**src/rtl/vfse_pkg.sv**
```systemverilog
// shared types, codes and reset values of the varint frame string extractor
package vfse_pkg;

  localparam int unsigned LenWidthDefault = 20;
  localparam int unsigned CfgLenWidth     = 20;

  localparam logic [7:0]             ExpectedIdReset = 8'd0;
  localparam logic [CfgLenWidth-1:0] MaxLenReset     = 20'd131089;

  localparam logic CfgIdxExpectedId = 1'b0;
  localparam logic CfgIdxMaxLen     = 1'b1;

  localparam logic [1:0] KindHeader   = 2'd0;
  localparam logic [1:0] KindString   = 2'd1;
  localparam logic [1:0] KindError    = 2'd2;
  localparam logic [1:0] KindEmptyStr = 2'd3;

  localparam logic [2:0] ErrNone      = 3'd0;
  localparam logic [2:0] ErrVarintLen = 3'd1;
  localparam logic [2:0] ErrLenShort  = 3'd2;
  localparam logic [2:0] ErrBadId     = 3'd3;
  localparam logic [2:0] ErrStrLen    = 3'd4;
  localparam logic [2:0] ErrLenLarge  = 3'd5;

  typedef struct packed {
    logic [7:0] data;
    logic       cont;
    logic       id_match;
  } item_t;

  typedef struct packed {
    logic [1:0] kind;
    logic [7:0] out_byte;
    logic       last;
    logic [2:0] error_code;
  } result_t;

endpackage

```
**src/rtl/vfse_front.sv**
```systemverilog
// front end: accepts stream bytes, classifies them and queues them for the parser
module vfse_front (
  input  logic              clk_i,
  input  logic              rst_ni,
  input  logic              in_valid_i,
  output logic              in_ready_o,
  input  logic [7:0]        in_data_i,
  input  logic [7:0]        expected_id_i,
  output logic              q_valid_o,
  input  logic              q_ready_i,
  output vfse_pkg::item_t   q_item_o
);

  vfse_pkg::item_t entry_q [2];
  logic            wr_ptr_q, wr_ptr_d;
  logic            rd_ptr_q, rd_ptr_d;
  logic [1:0]      count_q, count_d;
  logic            push, pop;
  vfse_pkg::item_t item_in;

  assign in_ready_o = (count_q != 2'd2);
  assign q_valid_o  = (count_q != 2'd0);
  assign q_item_o   = entry_q[rd_ptr_q];
  assign push       = in_valid_i && in_ready_o;
  assign pop        = q_valid_o && q_ready_i;

  always_comb begin
    item_in.data     = in_data_i;
    item_in.cont     = in_data_i[7];
    item_in.id_match = (in_data_i == expected_id_i);
  end

  always_comb begin
    wr_ptr_d = push ? ~wr_ptr_q : wr_ptr_q;
    rd_ptr_d = pop ? ~rd_ptr_q : rd_ptr_q;
    count_d  = count_q;
    if (push && !pop) begin
      count_d = count_q + 2'd1;
    end else if (pop && !push) begin
      count_d = count_q - 2'd1;
    end
  end

  always_ff @(posedge clk_i or negedge rst_ni) begin
    if (!rst_ni) begin
      wr_ptr_q <= 1'b0;
      rd_ptr_q <= 1'b0;
      count_q  <= 2'd0;
    end else begin
      wr_ptr_q <= wr_ptr_d;
      rd_ptr_q <= rd_ptr_d;
      count_q  <= count_d;
    end
  end

  always_ff @(posedge clk_i) begin
    if (push) begin
      entry_q[wr_ptr_q] <= item_in;
    end
  end

endmodule

```
**src/rtl/vfse_back.sv**
```systemverilog
// back end: packet parser state machine with a registered result stage
module vfse_back #(
  parameter int unsigned LEN_WIDTH = vfse_pkg::LenWidthDefault
) (
  input  logic                               clk_i,
  input  logic                               rst_ni,
  input  logic                               q_valid_i,
  output logic                               q_ready_o,
  input  vfse_pkg::item_t                    q_item_i,
  input  logic [vfse_pkg::CfgLenWidth-1:0]   max_len_i,
  output logic                               out_valid_o,
  input  logic                               out_ready_i,
  output vfse_pkg::result_t                  out_res_o
);

  localparam logic [2:0] PhPlen = 3'd0;
  localparam logic [2:0] PhId   = 3'd1;
  localparam logic [2:0] PhSlen = 3'd2;
  localparam logic [2:0] PhStr  = 3'd3;
  localparam logic [2:0] PhSkip = 3'd4;
  localparam logic [2:0] PhErr  = 3'd5;

  localparam logic [31:0] LenMask = 32'((64'd1 << LEN_WIDTH) - 64'd1);

  logic [2:0]           phase_q, phase_d;
  logic [31:0]          acc_q, acc_d;
  logic [2:0]           cnt_q, cnt_d;
  logic [LEN_WIDTH-1:0] pkt_left_q, pkt_left_d;
  logic [LEN_WIDTH-1:0] str_left_q, str_left_d;
  logic                 out_valid_q;
  vfse_pkg::result_t    res_q, res_d;

  logic                 accept;
  logic [6:0]           payload;
  logic [31:0]          part;
  logic [31:0]          acc_new;
  logic [31:0]          max_ext;
  logic [31:0]          limit;
  logic [LEN_WIDTH-1:0] pkt_dec;
  logic [LEN_WIDTH-1:0] str_dec;
  logic                 too_long;
  logic                 done;
  logic [2:0]           ecode;

  assign q_ready_o   = !out_valid_q || out_ready_i;
  assign accept      = q_valid_i && q_ready_o;
  assign out_valid_o = out_valid_q;
  assign out_res_o   = res_q;

  assign payload  = q_item_i.data[6:0];
  assign acc_new  = acc_q | part;
  assign max_ext  = {{(32 - vfse_pkg::CfgLenWidth){1'b0}}, max_len_i};
  assign limit    = (max_ext < LenMask) ? max_ext : LenMask;
  assign pkt_dec  = pkt_left_q - LEN_WIDTH'(1);
  assign str_dec  = str_left_q - LEN_WIDTH'(1);
  assign done     = !q_item_i.cont;
  assign too_long = q_item_i.cont && (cnt_q == 3'd4);

  always_comb begin
    unique case (cnt_q)
      3'd0:    part = {25'd0, payload};
      3'd1:    part = {18'd0, payload, 7'd0};
      3'd2:    part = {11'd0, payload, 14'd0};
      3'd3:    part = {4'd0, payload, 21'd0};
      default: part = {payload[3:0], 28'd0};
    endcase
  end

  always_comb begin
    phase_d    = phase_q;
    acc_d      = acc_q;
    cnt_d      = cnt_q;
    pkt_left_d = pkt_left_q;
    str_left_d = str_left_q;
    ecode      = vfse_pkg::ErrNone;
    res_d.kind       = vfse_pkg::KindHeader;
    res_d.out_byte   = 8'd0;
    res_d.last       = 1'b0;
    res_d.error_code = vfse_pkg::ErrNone;

    unique case (phase_q)
      PhPlen: begin
        acc_d = acc_new;
        cnt_d = cnt_q + 3'd1;
        if (too_long) begin
          ecode = vfse_pkg::ErrVarintLen;
        end else if (done) begin
          if (acc_new[31] || (acc_new < 32'd2)) begin
            ecode = vfse_pkg::ErrLenShort;
          end else if (acc_new > limit) begin
            ecode = vfse_pkg::ErrLenLarge;
          end else begin
            pkt_left_d = acc_new[LEN_WIDTH-1:0];
            phase_d    = PhId;
          end
          acc_d = 32'd0;
          cnt_d = 3'd0;
        end
      end
      PhId: begin
        pkt_left_d = pkt_dec;
        if (!q_item_i.id_match) begin
          ecode = vfse_pkg::ErrBadId;
        end else begin
          phase_d = PhSlen;
        end
      end
      PhSlen: begin
        pkt_left_d = pkt_dec;
        acc_d      = acc_new;
        cnt_d      = cnt_q + 3'd1;
        if (too_long) begin
          ecode = vfse_pkg::ErrVarintLen;
        end else if (!done) begin
          if (pkt_dec == '0) begin
            ecode = vfse_pkg::ErrStrLen;
          end
        end else begin
          if (acc_new[31] || (acc_new > {{(32 - LEN_WIDTH){1'b0}}, pkt_dec})) begin
            ecode = vfse_pkg::ErrStrLen;
          end else if (acc_new == 32'd0) begin
            res_d.kind = vfse_pkg::KindEmptyStr;
            phase_d    = (pkt_dec == '0) ? PhPlen : PhSkip;
          end else begin
            str_left_d = acc_new[LEN_WIDTH-1:0];
            phase_d    = PhStr;
          end
          acc_d = 32'd0;
          cnt_d = 3'd0;
        end
      end
      PhStr: begin
        res_d.kind     = vfse_pkg::KindString;
        res_d.out_byte = q_item_i.data;
        pkt_left_d     = pkt_dec;
        str_left_d     = str_dec;
        if (str_dec == '0) begin
          res_d.last = 1'b1;
          phase_d    = (pkt_dec == '0) ? PhPlen : PhSkip;
        end
      end
      PhSkip: begin
        pkt_left_d = pkt_dec;
        if (pkt_dec == '0) begin
          phase_d = PhPlen;
        end
      end
      default: begin
        phase_d = PhErr;
      end
    endcase

    if (ecode != vfse_pkg::ErrNone) begin
      res_d.kind       = vfse_pkg::KindError;
      res_d.out_byte   = 8'd0;
      res_d.last       = 1'b0;
      res_d.error_code = ecode;
      phase_d          = PhErr;
      acc_d            = 32'd0;
      cnt_d            = 3'd0;
    end
  end

  always_ff @(posedge clk_i or negedge rst_ni) begin
    if (!rst_ni) begin
      phase_q     <= PhPlen;
      acc_q       <= 32'd0;
      cnt_q       <= 3'd0;
      pkt_left_q  <= '0;
      str_left_q  <= '0;
      out_valid_q <= 1'b0;
    end else begin
      if (accept) begin
        phase_q    <= phase_d;
        acc_q      <= acc_d;
        cnt_q      <= cnt_d;
        pkt_left_q <= pkt_left_d;
        str_left_q <= str_left_d;
      end
      if (q_ready_o) begin
        out_valid_q <= q_valid_i;
      end
    end
  end

  always_ff @(posedge clk_i) begin
    if (accept) begin
      res_q <= res_d;
    end
  end

endmodule

```
**src/rtl/varint_frame_string_extractor.sv**
```systemverilog
// top level of the varint length-prefixed frame string extractor
//
//  channel  | dir | handshake                     | payload
//  s_axis   | in  | s_axis_tvalid / s_axis_tready | tdata[7:0] in_byte
//  m_axis   | out | m_axis_tvalid / m_axis_tready | tdata out_byte, error_code; tuser kind; tlast
//  cfg      | in  | cfg_valid_i / cfg_ready_o     | cfg_index_i, cfg_data_i
//
// one byte per cycle sustained while m_axis is not stalled; a result reaches m_axis through
// the queue entry and then the parser result register
// reset clears the queue, the parser state and the config registers to their reset values
// a stall on m_axis holds the result register; the two-entry queue absorbs the slack
// cfg writes are taken in any cycle and land in the next
module varint_frame_string_extractor #(
  parameter int unsigned LEN_WIDTH = vfse_pkg::LenWidthDefault
) (
  input  logic                             clk_i,
  input  logic                             rst_ni,
  input  logic                             s_axis_tvalid,
  output logic                             s_axis_tready,
  input  logic [7:0]                       s_axis_tdata,  // [7:0] in_byte
  output logic                             m_axis_tvalid,
  input  logic                             m_axis_tready,
  output logic [15:0]                      m_axis_tdata,  // [7:0] out_byte, [10:8] error_code
  output logic [1:0]                       m_axis_tuser,  // [1:0] kind
  output logic                             m_axis_tlast,
  input  logic                             cfg_valid_i,
  output logic                             cfg_ready_o,
  input  logic                             cfg_index_i,
  input  logic [vfse_pkg::CfgLenWidth-1:0] cfg_data_i
);

  logic [7:0]                       expected_id_q;
  logic [vfse_pkg::CfgLenWidth-1:0] max_len_q;
  logic                             q_valid;
  logic                             q_ready;
  vfse_pkg::item_t                  q_item;
  vfse_pkg::result_t                res;

  assign cfg_ready_o = 1'b1;

  always_ff @(posedge clk_i or negedge rst_ni) begin
    if (!rst_ni) begin
      expected_id_q <= vfse_pkg::ExpectedIdReset;
      max_len_q     <= vfse_pkg::MaxLenReset;
    end else if (cfg_valid_i) begin
      unique case (cfg_index_i)
        vfse_pkg::CfgIdxExpectedId: expected_id_q <= cfg_data_i[7:0];
        default:                    max_len_q     <= cfg_data_i;
      endcase
    end
  end

  vfse_front u_front (
    .clk_i         (clk_i),
    .rst_ni        (rst_ni),
    .in_valid_i    (s_axis_tvalid),
    .in_ready_o    (s_axis_tready),
    .in_data_i     (s_axis_tdata),
    .expected_id_i (expected_id_q),
    .q_valid_o     (q_valid),
    .q_ready_i     (q_ready),
    .q_item_o      (q_item)
  );

  vfse_back #(
    .LEN_WIDTH (LEN_WIDTH)
  ) u_back (
    .clk_i       (clk_i),
    .rst_ni      (rst_ni),
    .q_valid_i   (q_valid),
    .q_ready_o   (q_ready),
    .q_item_i    (q_item),
    .max_len_i   (max_len_q),
    .out_valid_o (m_axis_tvalid),
    .out_ready_i (m_axis_tready),
    .out_res_o   (res)
  );

  assign m_axis_tdata = {5'd0, res.error_code, res.out_byte};
  assign m_axis_tuser = res.kind;
  assign m_axis_tlast = res.last;

endmodule

```
**config.mk**
```make
export PLATFORM = sky130hd
export DESIGN_NAME = varint_frame_string_extractor
export DESIGN_NICKNAME = d
export VERILOG_FILES = /design/src/rtl/vfse_pkg.sv /design/src/rtl/vfse_front.sv /design/src/rtl/vfse_back.sv /design/src/rtl/varint_frame_string_extractor.sv
export SDC_FILE = /design/constraint.sdc
export NUM_CORES = 1
export LEC_CHECK = 0
export BUFFER_PORTS_ARGS = -buffer_cell sky130_fd_sc_hd__buf_2
export CORE_MARGIN = 5
export CORE_UTILIZATION = 55
export CTS_BUF_LIST = sky130_fd_sc_hd__clkbuf_16
export CTS_CLUSTER_SIZE = 14
export DETAILED_ROUTE_END_ITERATION = 7
export HOLD_SLACK_MARGIN = 0.03
export PLACE_DENSITY_LB_ADDON = 0.25
export SLEW_MARGIN = 40
export SYNTH_ARGS = -nofsm -noshare
export SYNTH_HDL_FRONTEND = slang
export SYNTH_HIERARCHICAL = 1
export SYNTH_SLANG_ARGS = --single-unit
```
**constraint.sdc**
```tcl
create_clock -name clk_i -period 5.1 [get_ports clk_i]
set_input_delay 1.02 -clock clk_i [delete_from_list [all_inputs] [get_ports clk_i]]
set_output_delay 1.02 -clock clk_i [all_outputs]
set_load 0.005 [all_outputs]
```
[After elaboration in Yosys (flattened, before gate mapping)]
Memory sizes are Yosys's and may differ from the RTL's.
Index checks and enable logic that the tools add are counted.
Word-level totals
  bits in registers: 125
  RAM bits: 20
  bits of input ports: 34
  output and inout port bits: 22
  logic and storage cells: 143
  memories kept: 1
Memories
  u_front.entry_q: words 2, width 10, read ports 1, clocked after memory_dff 0, write ports 1, line vfse_front.sv:14  | vfse_pkg::item_t entry_q [2];
Cells by class
  add/sub/neg operators: 5
  order comparisons: 4
  equality and inequality tests: 28
  mux-type cells: 54
  bitwise gates (word level): 5
  reduce and logical (&&, ||, !) cells: 31
Operators by type and width (number)
  20-bit 2-to-1 mux: 9
  32-bit 2-to-1 mux: 4
  32-bit case mux with 4 select lines: 1
  20-bit case mux with 2 select lines: 2
  3-bit 2-to-1 mux: 25
  20-bit zero test: 2
  20-bit by 1-bit subtractor with 20-bit output, second input constant: 2
  32-bit by 20-bit greater-than comparator with 1-bit output: 1
  32-bit greater-than comparator: 1
  32-bit zero test: 1
  32-bit by 2-bit less-than comparator with 1-bit output, second input constant: 1
  32-bit bitwise OR: 1
  3-bit inequality test, second input constant: 7
  20-bit less-than comparator, second input constant: 1
  2-bit inequality test, second input constant: 9
  3-bit case mux with 5 select lines: 1
  2-bit 2-to-1 mux: 7
  3-bit by 2-bit equality test with 1-bit output, second input constant: 4
  6-bit AND reduction: 2
  11-bit AND reduction: 1
  2-bit nonzero test: 5
  3-bit by 1-bit inequality test with 1-bit output, second input constant: 3
  3-bit case mux with 3 select lines: 1
  8-bit equality test: 1
  16 further kinds: 35

[Logic depth before layout (Yosys ltp)]
Gate-level depths: netlist of run 1.
  word-level depth: 12
  mapped depth: 20
  depth with buffers taken out: 16

[Cells and area by module]
Netlist of run 1, hierarchy kept.
Modules (own cells, without submodules)
  vfse_back: instances 1, cells each 802, area an instance 6611.3 um^2, sequential area each 2397.3 um^2
  varint_frame_string_extractor: instances 1, cells each 69, area an instance 1099.8 um^2, sequential area each 704.4 um^2
  vfse_front: instances 1, cells each 58, area an instance 954.7 um^2, sequential area each 640.6 um^2

[Worst setup path before layout of run 1]
OpenSTA, ideal clock, no wires.
  kind: reg2reg
  from: reg u_back.pkt_left_q[0]
  to: reg u_back.str_left_q[17]
  arrival: 4356 ps
  data required time: 4979 ps
  path slack: 623 ps
  stages on the path, launching flop included: 21
  path buffers: 4
  clock period less this slack: 4477 ps
  cell sequence: dfrtp_1 clkbuf_1 inv_1 ha_1 clkbuf_1 nand2_1 or3_1 nor3_1 xnor2_1 ha_1 nand4_1 nor3_1 a21boi_0 or4_1 a211o_1 o21ai_1 and3_1 clkbuf_1 clkbuf_1 o21ai_0 a22o_1
Between the ends
  word-level cells in the longest chain between the ends: 5
Ends and longest elaborated chain
  from (decl): line vfse_back.sv:28  | logic [LEN_WIDTH-1:0] pkt_left_q, pkt_left_d;
  from (signal assigned): line vfse_back.sv:177  | pkt_left_q <= pkt_left_d;
  20-bit by 1-bit subtractor with 20-bit output: line vfse_back.sv:54  | assign pkt_dec = pkt_left_q - LEN_WIDTH'(1);
  32-bit by 20-bit greater-than comparator with 1-bit output: line vfse_back.sv:119  | if (acc_new[31] || (acc_new > {{(32 - LEN_WIDTH){1'b0}}, pkt_dec})) begin
  1-bit logical OR: line vfse_back.sv:119
  2-bit inequality test (no source line)
  6-bit AND reduction (no source line)
  to (signal assigned): line vfse_back.sv:178  | str_left_q <= str_left_d;
  to (decl): line vfse_back.sv:29  | logic [LEN_WIDTH-1:0] str_left_q, str_left_d;
No other way between the ends.
A chain may end at the register's enable or synchronous reset.

[Worst setup path in the final report of run 1]
  from: reg u_back.pkt_left_q[8]
  to: reg u_back.acc_q[1]
Between the ends
  word-level cells in the longest chain between the ends: 10
Ends and longest elaborated chain
  20-bit by 1-bit subtractor with 20-bit output (*): line vfse_back.sv:54
  32-bit by 20-bit greater-than comparator with 1-bit output: line vfse_back.sv:119
  1-bit logical OR: line vfse_back.sv:119
  3-bit 2-to-1 mux: line vfse_back.sv:119
  3-bit 2-to-1 mux (*): line vfse_back.sv:114  | end else if (!done) begin
  3-bit 2-to-1 mux (*): line vfse_back.sv:112  | if (too_long) begin
  3-bit case mux with 3 select lines (*): line vfse_back.sv:81  | unique case (phase_q)
  3-bit nonzero test (*): line vfse_back.sv:153  | if (ecode != vfse_pkg::ErrNone) begin
  2-bit nonzero test (no source line)
  2-bit AND reduction (no source line)
  to (signal assigned): line vfse_back.sv:167  | acc_q <= 32'd0;
  to (signal assigned): line vfse_back.sv:175  | acc_q <= acc_d;
  to (decl): line vfse_back.sv:26  | logic [31:0] acc_q, acc_d;
Every way passes the cells marked *; elsewhere a longest branch is shown, timed or not.

==> results.ini, run 1 <==
[clock_network]
cts-htree-levels=4
clk-insertion-delay-late_ns=0.43
clkTransAtPathRegs_ns=0.06
post_cts_buffers=0
cts_resized=0
clkSinkCount=143
cts_tree=built
cts-hold-fix-buffers=0
clock_path_buffers=2
ctsRootBufferMaster=clkbuf_16
cts-buffers-inserted=17

[timing]
fin_crit_sh_pct=95.20
rsz0062_at_grt=yes
finClkSkew_ns=0.007348
fin_crit_ns=4.855
tightest_slew_ns=0.8861
relSlewSlack_pct=40.48
drv_slew=0
timing.fmax_mhz=206.0
finalHoldViolations=0
setup_viol=0

[run_status]
outcome=completed

[synthesis]
yosysTopAreaCell=dfrtp_1
synthArstFlopShare_pct=77.62
synth_ff_type=dfrtp_1
synth_seq_cells=143
syn-mean-instance-area_sq_um=9.328
ys_types=78
synth-edff-count=32
postSynthCellCount=929
synth.most_common_cell=nand2_1
yosysWarnings=6
ys_seq_area_share_pct=43.19
yosysTopAreaCellShare_pct=31.19
synthTopCellsByCount=110 x nand2_1, 108 x dfrtp_1, 74 x a21oi_1, 72 x o21ai_0, 56 x inv_1
ys_top_cells_by_area=dfrtp_1 31%, edfxtp_1 11%, ha_1 7.2%
netlist_area_sq_um=8666

[layout]
multiInputGateArea_sq_um=4476
area_delta_synth_final_pct=11.44
finalNonFillerCells=1182
design_area_sq_um=9657
fill_cells=1275
nNetsFinal=1042
drive_above_1_share_pct=15.65
seqCellArea_sq_um=3742
antennaDiodeCount=0

[pwr]
p_comb_share_pct=51.0
p_seq_share_pct=30.1
ir_drop_uv=391.1
totalPowerFinal_mw=6.584
p_leak_nw=4.254
powerDensity_nw_per_um2=681.8
intPower_mw=3.588
swShare_pct=45.51
switching_power_mw=2.996
clkPwrFrac_pct=19.0

[setup_path]
crit_start=u_back/pkt_left_q[8]$_DFFE_PN0P_
r2r_end=u_back/acc_q[1]$_DFFE_PN0P_
startpoint_type=flip-flop
worstPathMaxFanout=24
worstSetupEndpoint=u_back/acc_q[1]$_DFFE_PN0P_
cp.required_ns=5.43
r2r-start=u_back/pkt_left_q[8]$_DFFE_PN0P_
path_class=reg -> reg
endpoint_kind=flip-flop
rrSetupSlack_ns=0.24
reg2reg_depth=15
cp.arrival_ns=5.19

[floorplan]
die_h_microns=135.5
die_area_sq_um=18370
rows=45
io_pins=56
fp.dieW_microns=135.5
start_util_pct=56.58
core_area_sq_um=15310

[global_routing]
grt_pass1_wl_microns=35780
grtUsageTotal_pct=24.84
grt_max_degree=54
use_met3_pct=5.498
met2_usage_pct=37.39
antenna_found_initial=0
top_usage_layer=met2
grt_use_met1_pct=34.87
gr-total-overflow=0
first_global_vias=6792

[job]
maxCapViolations=0

[placed_design]
dp.cells=1150
numPortBuffers=49
post_dp_cell_area_sq_um=9061
globalplace.congestion=0.9598
hpwl_microns=15400

[detailed_routing]
wl_per_cell_microns=18.54
routed_wl_microns=21920
antenna_left=0
vias=7077
viasPerCell=5.987
drc=0
detail_route.first_pass.iterations=8
drtIter0Drc=719

[worst_hold_path]
min_path_type=reg -> reg

==> layer usage <==
metal  up-vias  part of all wire [%]  routed length, microns
met2       277                    45                    9848
met3        53                   7.2                    1583
met4         0                   3.3                     723
li1       3359                     -                       -
met5         -                     0                       0
met1      3388                    45                    9763
==> flip-flops by register name (all words and copies together) (netlist names) <==
signal and cells:
expected_id_q 8, max_len_q 20, u_back/acc_q 32, u_back/cnt_q 3, u_back/out_res_o 14, u_back/out_valid_o 1
u_back/phase_q 3, u_back/pkt_left_q 20, u_back/str_left_q 20, u_front/count_q 2, u_front/entry_q 18, u_front/rd_ptr_q 1
u_front/wr_ptr_q 1
==> how the worst min path moves through the flow <==
stage / slack [ns] / start / to / cells past startpoint
floorplan: 0.45 / u_back/acc_q[11]$_DFFE_PN0P_ / u_back/acc_q[11]$_DFFE_PN0P_ / 2
global placement: 0.46 / u_back/acc_q[12]$_DFFE_PN0P_ / u_back/acc_q[12]$_DFFE_PN0P_ / 2
detailed placement: 0.47 / u_back/acc_q[12]$_DFFE_PN0P_ / u_back/acc_q[12]$_DFFE_PN0P_ / 2
CTS: 0.48 / u_back/acc_q[12]$_DFFE_PN0P_ / u_back/acc_q[12]$_DFFE_PN0P_ / 2
global route: 0.50 / u_back/acc_q[18]$_DFFE_PN0P_ / u_back/acc_q[18]$_DFFE_PN0P_ / 2
finish: 0.48 / u_back/acc_q[12]$_DFFE_PN0P_ / u_back/acc_q[12]$_DFFE_PN0P_ / 2
==> power groups by stage <==
stage,Clock (mW),Sequential [mW],Combinational [mW]
floorplan,0,1.81,2.47
global placement,0,1.97,3.22
detailed placement,0,1.99,3.27
CTS,1.27,1.97,3.31
global route,1.32,2.04,3.73
finish,1.25,1.98,3.36
==> placed cells by master (no fill, tap or decap), drive strengths merged, types with 6 or more instances in the layout <==
master    n
nor2b     7
a21oi    74
nor4     17
nor2     50
conb      6
ha       50
nand2   111
o22ai    10
o21ai    92
nor3     25
nand3    17
or4       6
nand4    18
and2     10
or2       6
buf      64
nand2b   12
clkbuf   18
dfrtp   108
or4b      6
xnor2    24
inv      61
or3       7
a21o      6
xor2     10
edfxtp   32
mux2     38
a22o      8
==> stage by stage <==
| stage | hold slack (ns) | worst slack, ns | setup TNS, ns | util (%) |
|---|---|---|---|---|
| CTS | 0.4802 | 0.3051 | 0 | 63.03 |
| finish | 0.4837 | 0.2448 | 0 | 63.06 |
| global route | 0.5039 | -0.01200 | -0.02221 | 63.06 |
| detailed placement | 0.4674 | 0.3687 | 0 | 59.17 |
| global placement | 0.4614 | 0.4772 | 0 | 59.17 |
| floorplan | 0.4526 | 0.6230 | 0 | - |
==> logic make-up after synthesis <==
kind of cell / synth area share (%)
DFF: 43.19
other: 0.08666
buffers and inverters: 5.472
xor gates and xnor gates: 3.436
muxes: 5.053
adders and majority gates: 7.219
AOI/OAI and AO/OA: 17.33
and+or+nand+nor: 18.22
==> worst max-delay path, cell delays in order, from the launching register on <==
cell and delay (ns):
dfrtp_1 0.43, or4_1 0.66, nand2b_4 0.21, or3_1 0.39, nor3_1 0.20, xnor2_1 0.19
ha_1 0.29, nand4_1 0.14, nor3_1 0.11, a21boi_0 0.13, or4_1 0.48, a211o_1 0.33
nor3b_1 0.20, a2111oi_4 0.31, nand3_4 0.39, o21ai_0 0.31
==> final cells by class <==
| cell class | count | area share, % |
|---|---|---|
| timing repair buffer | 64 | 3.861 |
| inverter | 56 | 2.177 |
| tap | 211 | 2.734 |
| clock inverter | 14 | 1.464 |
| clock buffer | 18 | 4.664 |
| multi-input combinational | 676 | 46.35 |
| sequential | 143 | 38.75 |
Power figures use the tool's default switching activity.
==> run 2: changes to the inputs <==
--- a/config.mk
+++ b/config.mk
@@ -6,13 +6,14 @@
 export NUM_CORES = 1
 export LEC_CHECK = 0
 export BUFFER_PORTS_ARGS = -buffer_cell sky130_fd_sc_hd__buf_2
+export CORE_ASPECT_RATIO = 1.75
 export CORE_MARGIN = 5
 export CORE_UTILIZATION = 55
 export CTS_BUF_LIST = sky130_fd_sc_hd__clkbuf_16
-export CTS_CLUSTER_SIZE = 14
 export DETAILED_ROUTE_END_ITERATION = 7
 export HOLD_SLACK_MARGIN = 0.03
 export PLACE_DENSITY_LB_ADDON = 0.25
+export SETUP_SLACK_MARGIN = 0.5
 export SLEW_MARGIN = 40
 export SYNTH_ARGS = -nofsm -noshare
 export SYNTH_HDL_FRONTEND = slang
==> results.ini, run 2 (synthesized netlist as in run 1, its figures left out) <==
[pwr]
totalPowerFinal_mw=6.789  ; +3.1%
powerDensity_nw_per_um2=690.7  ; +1.3%
ir_drop_uv=313.8  ; -20%
p_leak_nw=4.341  ; +2.0%

[detailed_routing]
antenna_left=0  ; unchanged
detail_route.first_pass.iterations=6  ; -2
drtIter0Drc=628  ; -13%
vias=7183  ; +1.5%
routed_wl_microns=22760  ; +3.8%
viasPerCell=6.150  ; +2.7%
wl_per_cell_microns=19.48  ; +5.1%
drc=0  ; unchanged

[global_routing]
use_met3_pct=4.025  ; -1.5 points
grt_use_met1_pct=28.40  ; -6.5 points
met2_usage_pct=43.43  ; +6.0 points
top_usage_layer=met2
grtUsageTotal_pct=24.68  ; -0.16 points
grt_max_degree=57  ; +5.6%
grt_pass1_wl_microns=36430  ; +1.8%
gr-total-overflow=0  ; unchanged
first_global_vias=7008  ; +3.2%
antenna_found_initial=0  ; unchanged

[layout]
antennaDiodeCount=0  ; unchanged
largest_reg_flops=32  ; unchanged
largest_register=u_back/acc_q
drive_above_1_share_pct=18.33  ; +2.7 points
final_cell_mix=109 x nand2_1, 105 x dfrtp_1, 73 x a21oi_1
final_common_cell=nand2_1
nNetsFinal=1053  ; +1.1%
area_delta_synth_final_pct=13.41
postLayoutCoreUtil_pct=63.55  ; +0.50 points
design_area_sq_um=9828  ; +1.8%

[setup_path]
reg2reg_depth=16  ; +1
cp.arrival_ns=4.86  ; -0.33 ns
worstPathMaxFanout=6  ; -75%
cpMostUsedCell=buf_4
startpoint_type=flip-flop
cp.required_ns=5.42  ; about the same
rrSetupSlack_ns=0.56  ; +0.31 ns
cp_slowest_cell=or4_4
r2r-start=u_back/pkt_left_q[8]$_DFFE_PN0P_
path_class=reg -> reg
endpoint_kind=flip-flop
cpPeakStageDelay_ns=0.58  ; -0.08 ns
r2r_end=u_back/phase_q[2]$_DFFE_PN0P_
crit_chain=or4_4 -> nand2b_4 -> or3_4 -> nor3_2 -> xnor2_1 -> ha_1 -> nand4_1 -> buf_4 -> a21oi_1 -> or4_1 -> a211o_1 -> nor3b_4 -> a2111oi_4 -> buf_4 -> a21boi_4 -> mux2_4

[timing]
rsz0062_at_grt=yes
finalHoldViolations=0  ; unchanged
fin_crit_sh_pct=89.09  ; -6.1 points
finClkSkew_ns=0.01309  ; +0.005741 ns
setup_viol=0  ; unchanged
setup_slack_ns=0.5564  ; +0.3116 ns
tightest_slew_ns=0.9091  ; +0.02304 ns
fin_tns_setup_ns=0  ; unchanged
timing.fmax_mhz=220.1  ; +6.9%
relSlewSlack_pct=38.93  ; -1.5 points
fin_crit_ns=4.544  ; -0.3116 ns
drv_slew=0  ; unchanged

[clock_network]
clk-insertion-delay-late_ns=0.43  ; about the same
cts-hold-fix-buffers=0  ; unchanged
cts-htree-levels=4  ; unchanged
cts-buffers-inserted=17  ; unchanged
ctsRootBufferMaster=clkbuf_16
cts_tree=built
clkSinkCount=143  ; unchanged
clock_path_buffers=2  ; unchanged
clkTransAtPathRegs_ns=0.07  ; about the same

[run_status]
outcome=completed

[placed_design]
globalplace.congestion=0.9091  ; -5.3%
numPortBuffers=49  ; unchanged
hpwl_microns=16480  ; +7.0%
dpl_worst_slack_ns=0.4430  ; +0.07432 ns
post_dp_cell_area_sq_um=9050  ; -0.12%

[floorplan]
die_area_sq_um=18470  ; +0.54%
start_util_pct=56.04  ; -0.55 points
rows=60  ; +33%
fp.dieW_microns=104.9  ; -23%
die_h_microns=176.1  ; +30%
core_area_sq_um=15460  ; +0.98%
io_pins=56  ; unchanged

[job]
maxCapViolations=0  ; unchanged

[worst_hold_path]
worstHoldEndpoint=u_back/acc_q[3]$_DFFE_PN0P_
min_from=u_back/acc_q[3]$_DFFE_PN0P_
min_path_type=reg -> reg
hold_path_depth=2  ; unchanged

run 2: final cells by class:
type,instances,area (sq um)
Clock buffer,17,425.4
Clock inverter,15,191.4
Fill cell,1255,5637
Inverter,56,210.2
Multi-Input combinational cell,676,4556
Sequential cell,143,3746
Tap cell,186,232.7
Timing Repair Buffer,75,466.7
run 2: what timing repair did:
item / CTS / global route
gates resized for setup: 1 / 19
setup endpoints to repair: 16 / 60
pin swaps: 0 / 5
setup buffers: 0 / 9
run 2: critical path: cells and delay by family (launching register included):
family | cells | cell delay (ns)
adder cells (fa/ha/maj) | 1 | 0.28
AND/OR/NAND/NOR | 7 | 2.08
multiplexers | 1 | 0.29
buffers and inverters | 2 | 0.37
XOR/XNOR | 1 | 0.17
AO/OA/AOI/OAI | 4 | 0.82
flip-flops | 1 | 0.44
run 2: metrics by stage:
step                      std cells  hold slack (ns)
after floorplan                 933           0.4526
after global placement         1127           0.4632
after detailed placement       1127           0.4672
after CTS                      1159           0.4824
after global routing           1168           0.4945
final                          1168           0.4832
run 2: how the worst max path moves through the flow:
stage	from	to
3_3_place_gp	u_back/pkt_left_q[8]$_DFFE_PN0P_	u_back/phase_q[2]$_DFFE_PN0P_
3_5_place_dp	u_back/pkt_left_q[8]$_DFFE_PN0P_	u_back/phase_q[2]$_DFFE_PN0P_
4_1_cts	u_back/pkt_left_q[8]$_DFFE_PN0P_	u_back/phase_q[2]$_DFFE_PN0P_
2_1_floorplan	u_back/pkt_left_q[0]$_DFFE_PN0P_	u_back/str_left_q[17]$_DFFE_PN0P_
6_report	u_back/pkt_left_q[8]$_DFFE_PN0P_	u_back/phase_q[2]$_DFFE_PN0P_
5_1_grt	u_back/pkt_left_q[8]$_DFFE_PN0P_	u_back/acc_q[31]$_DFFE_PN0P_
run 2: metal layers:
layer  vias to the layer above  part of all wire, %
met4                         0                  4.7
met5                         -                    0
li1                       3397                    -
met3                        57                  5.0
met1                      3450                   38
met2                       279                   52
run 2: report_power, final:
group          switching, mW  leakage, nW  total, mW  internal, mW
registers              0.410         1.70       1.99          1.58
logic                   2.18         2.34       3.53          1.35
clock network          0.604        0.298       1.27         0.667
==> run 3: changes to the inputs <==
==> constraint.sdc (replaced) <==
create_clock -name clk_i -period 4.9 [get_ports clk_i]
set_input_delay 0.98 -clock clk_i [delete_from_list [all_inputs] [get_ports clk_i]]
set_output_delay 0.98 -clock clk_i [all_outputs]
set_load 0.005 [all_outputs]
==> results.ini, run 3 (synthesized netlist as in run 1, its figures left out) <==
[run_status]
outcome=completed

[layout]
multiInputGateArea_sq_um=4667  ; +2.4%
final_cell_mix=110 x nand2_1, 105 x dfrtp_1, 70 x a21oi_1
finalNonFillerCells=1182  ; +1.2%
largest_reg_flops=32  ; unchanged
antennaDiodeCount=0  ; unchanged
final_common_cell=nand2_1
area_delta_synth_final_pct=15.61
nNetsFinal=1067  ; +1.3%
seqCellArea_sq_um=3746  ; unchanged
largest_register=u_back/acc_q
drive_above_1_share_pct=20.48  ; +2.2 points
fill_cells=1241  ; -1.1%

[timing]
drv_slew=0  ; unchanged
fin_tns_setup_ns=0  ; unchanged
finalHoldViolations=0  ; unchanged
relSlewSlack_pct=45.22  ; +6.3 points
fin_crit_sh_pct=87.80  ; -1.3 points
fin_crit_ns=4.302  ; -0.2414 ns
finClkSkew_ns=0.01696  ; +0.003875 ns
rsz0062_at_grt=no
tightest_slew_ns=0.8197  ; -0.08936 ns
timing.fmax_mhz=232.4  ; +5.6%
setup_viol=0  ; unchanged

[pwr]
powerDensity_nw_per_um2=727.3  ; +5.3%
ir_drop_uv=357.8  ; +14%
p_leak_nw=4.409  ; +1.6%

[job]
maxCapViolations=0  ; unchanged

[clock_network]
clk-insertion-delay-late_ns=0.44  ; about the same
clock_path_buffers=2  ; unchanged
cts-htree-levels=4  ; unchanged
cts_tree=built
cts-hold-fix-buffers=0  ; unchanged
clkTransAtPathRegs_ns=0.07  ; about the same
clkSinkCount=143  ; unchanged
cts-buffers-inserted=17  ; unchanged
ctsRootBufferMaster=clkbuf_16

[detailed_routing]
detail_route.first_pass.iterations=5  ; -1
drtIter0Drc=553  ; -12%
dr_wl_met2_microns=12100  ; +2.1%
routed_wl_microns=23320  ; +2.5%
antenna_left=0  ; unchanged
wl_met1_microns=8768  ; +0.85%
vias=7346  ; +2.3%
route.met3.wl_microns=1441  ; +27%
highest_layer=met4
wl_per_cell_microns=19.73  ; +1.3%
drc=0  ; unchanged
viasPerCell=6.215  ; +1.1%

[setup_path]
cpPeakStageDelay_ns=0.53  ; -0.05 ns
startpoint_type=flip-flop
path_class=reg -> reg
endpoint_kind=flip-flop
crit_family=simple AND/OR/NAND/NOR gates
cpMostUsedCell=buf_4
path_buf_inv=3  ; +1
cp.required_ns=5.21  ; -0.21 ns
cp_slowest_cell=or4_4
worstPathMaxFanout=6  ; unchanged
crit_chain=or4_4 -> nand2b_4 -> or3_4 -> buf_4 -> xor2_1 -> ha_1 -> nand4_1 -> buf_4 -> a21oi_2 -> or4_1 -> a211o_1 -> nor3b_4 -> a2111oi_4 -> buf_4 -> a21boi_2 -> mux2_2
cp.arrival_ns=4.61  ; -0.25 ns

[floorplan]
start_util_pct=56.04  ; unchanged
die_area_sq_um=18470  ; unchanged
die_h_microns=176.1  ; unchanged
fp.dieW_microns=104.9  ; unchanged
rows=60  ; unchanged
core_area_sq_um=15460  ; unchanged
io_pins=56  ; unchanged

[placed_design]
numPortBuffers=49  ; unchanged
dp.cells=1135  ; +0.71%
hpwl_microns=16460  ; -0.12%
globalplace.congestion=0.9300  ; +2.3%

[global_routing]
gr-total-overflow=0  ; unchanged
first_global_vias=7089  ; +1.2%
grt_max_degree=46  ; -19%
antenna_found_initial=0  ; unchanged
grtUsageTotal_pct=25.47  ; +0.80 points
grt_pass1_wl_microns=37360  ; +2.5%

[worst_hold_path]
min_path_type=reg -> reg

[run 3: cell count changes in the layout (fill, tap and decap cells not counted), sizes merged]
cell,before,now
buf,75,86
nand3,17,20
[run 3: cell type report]
class,count,share of cell area (%)
Multi-Input combinational cell,679,46.58
Inverter,56,2.098
Sequential cell,143,37.39
Clock inverter,15,2.061
Timing Repair Buffer,86,5.295
Clock buffer,17,4.246
Tap cell,186,2.323
[run 3: worst register-to-register path, stage by stage (launching register included)]
cell	delay (ns)
dfrtp_1	0.40
or4_4	0.53
nand2b_4	0.16
or3_4	0.35
buf_4	0.16
xor2_1	0.15
ha_1	0.28
nand4_1	0.13
buf_4	0.14
a21oi_2	0.03
or4_1	0.52
a211o_1	0.33
nor3b_4	0.19
a2111oi_4	0.28
buf_4	0.21
a21boi_2	0.07
mux2_2	0.27
[run 3: where the power goes]
| part | internal (mW) | total [mW] | leakage [nW] | switching (mW) |
|---|---|---|---|---|
| clock network | 0.701 | 1.33 | 0.303 | 0.629 |
| registers | 1.64 | 2.07 | 1.70 | 0.433 |
| logic | 1.48 | 3.88 | 2.40 | 2.40 |
| total | 3.82 | 7.29 | 4.41 | 3.46 |
[run 3: layer usage]
layer / vias to the layer above / global-route usage [%]
li1: 3427 / -
met1: 3518 / 30.49
met2: 331 / 44.43
met3: 70 / 4.135
met4: 0 / 11.89
met5: - / 0
[run 3: worst paths after layout]
check / from / endpoint / slack (ns) / cells after the start
hold reg to reg: u_back/acc_q[18]$_DFFE_PN0P_ / u_back/acc_q[18]$_DFFE_PN0P_ / 0.49 / 2
setup reg to reg: u_back/pkt_left_q[9]$_DFFE_PN0P_ / u_back/phase_q[2]$_DFFE_PN0P_ / 0.60 / 16
setup / recovery: u_back/pkt_left_q[9]$_DFFE_PN0P_ / u_back/phase_q[2]$_DFFE_PN0P_ / 0.60 / 16
min in group asynchronous: rst_ni / u_back/phase_q[0]$_DFFE_PN0P_ / 0.56 / 1
max in group asynchronous: rst_ni / max_len_q[0]$_DFFE_PN1P_ / 3.45 / 2
hold / removal: u_back/acc_q[18]$_DFFE_PN0P_ / u_back/acc_q[18]$_DFFE_PN0P_ / 0.49 / 2
[run 3: stage by stage]
step	worst slack, ns	instance area [sq um]	util (%)	hold WS [ns]	total power, mW
after global routing	0.4892	10020	64.78	0.5154	7.772
after CTS	0.4936	9896	63.99	0.4815	7.073
final	0.5978	10020	64.78	0.4875	7.286
after floorplan	0.5098	8682	-	0.4526	4.462
after global placement	0.2559	9092	58.79	0.4642	5.481
after detailed placement	0.1499	9092	58.79	0.4663	5.550
[run 3: what timing repair did]
item,4_1_cts,5_1_grt
cloned,3,0
pin swaps,11,6
resized for setup,21,18
setup buffers,8,3
setup endpoints to repair,58,59
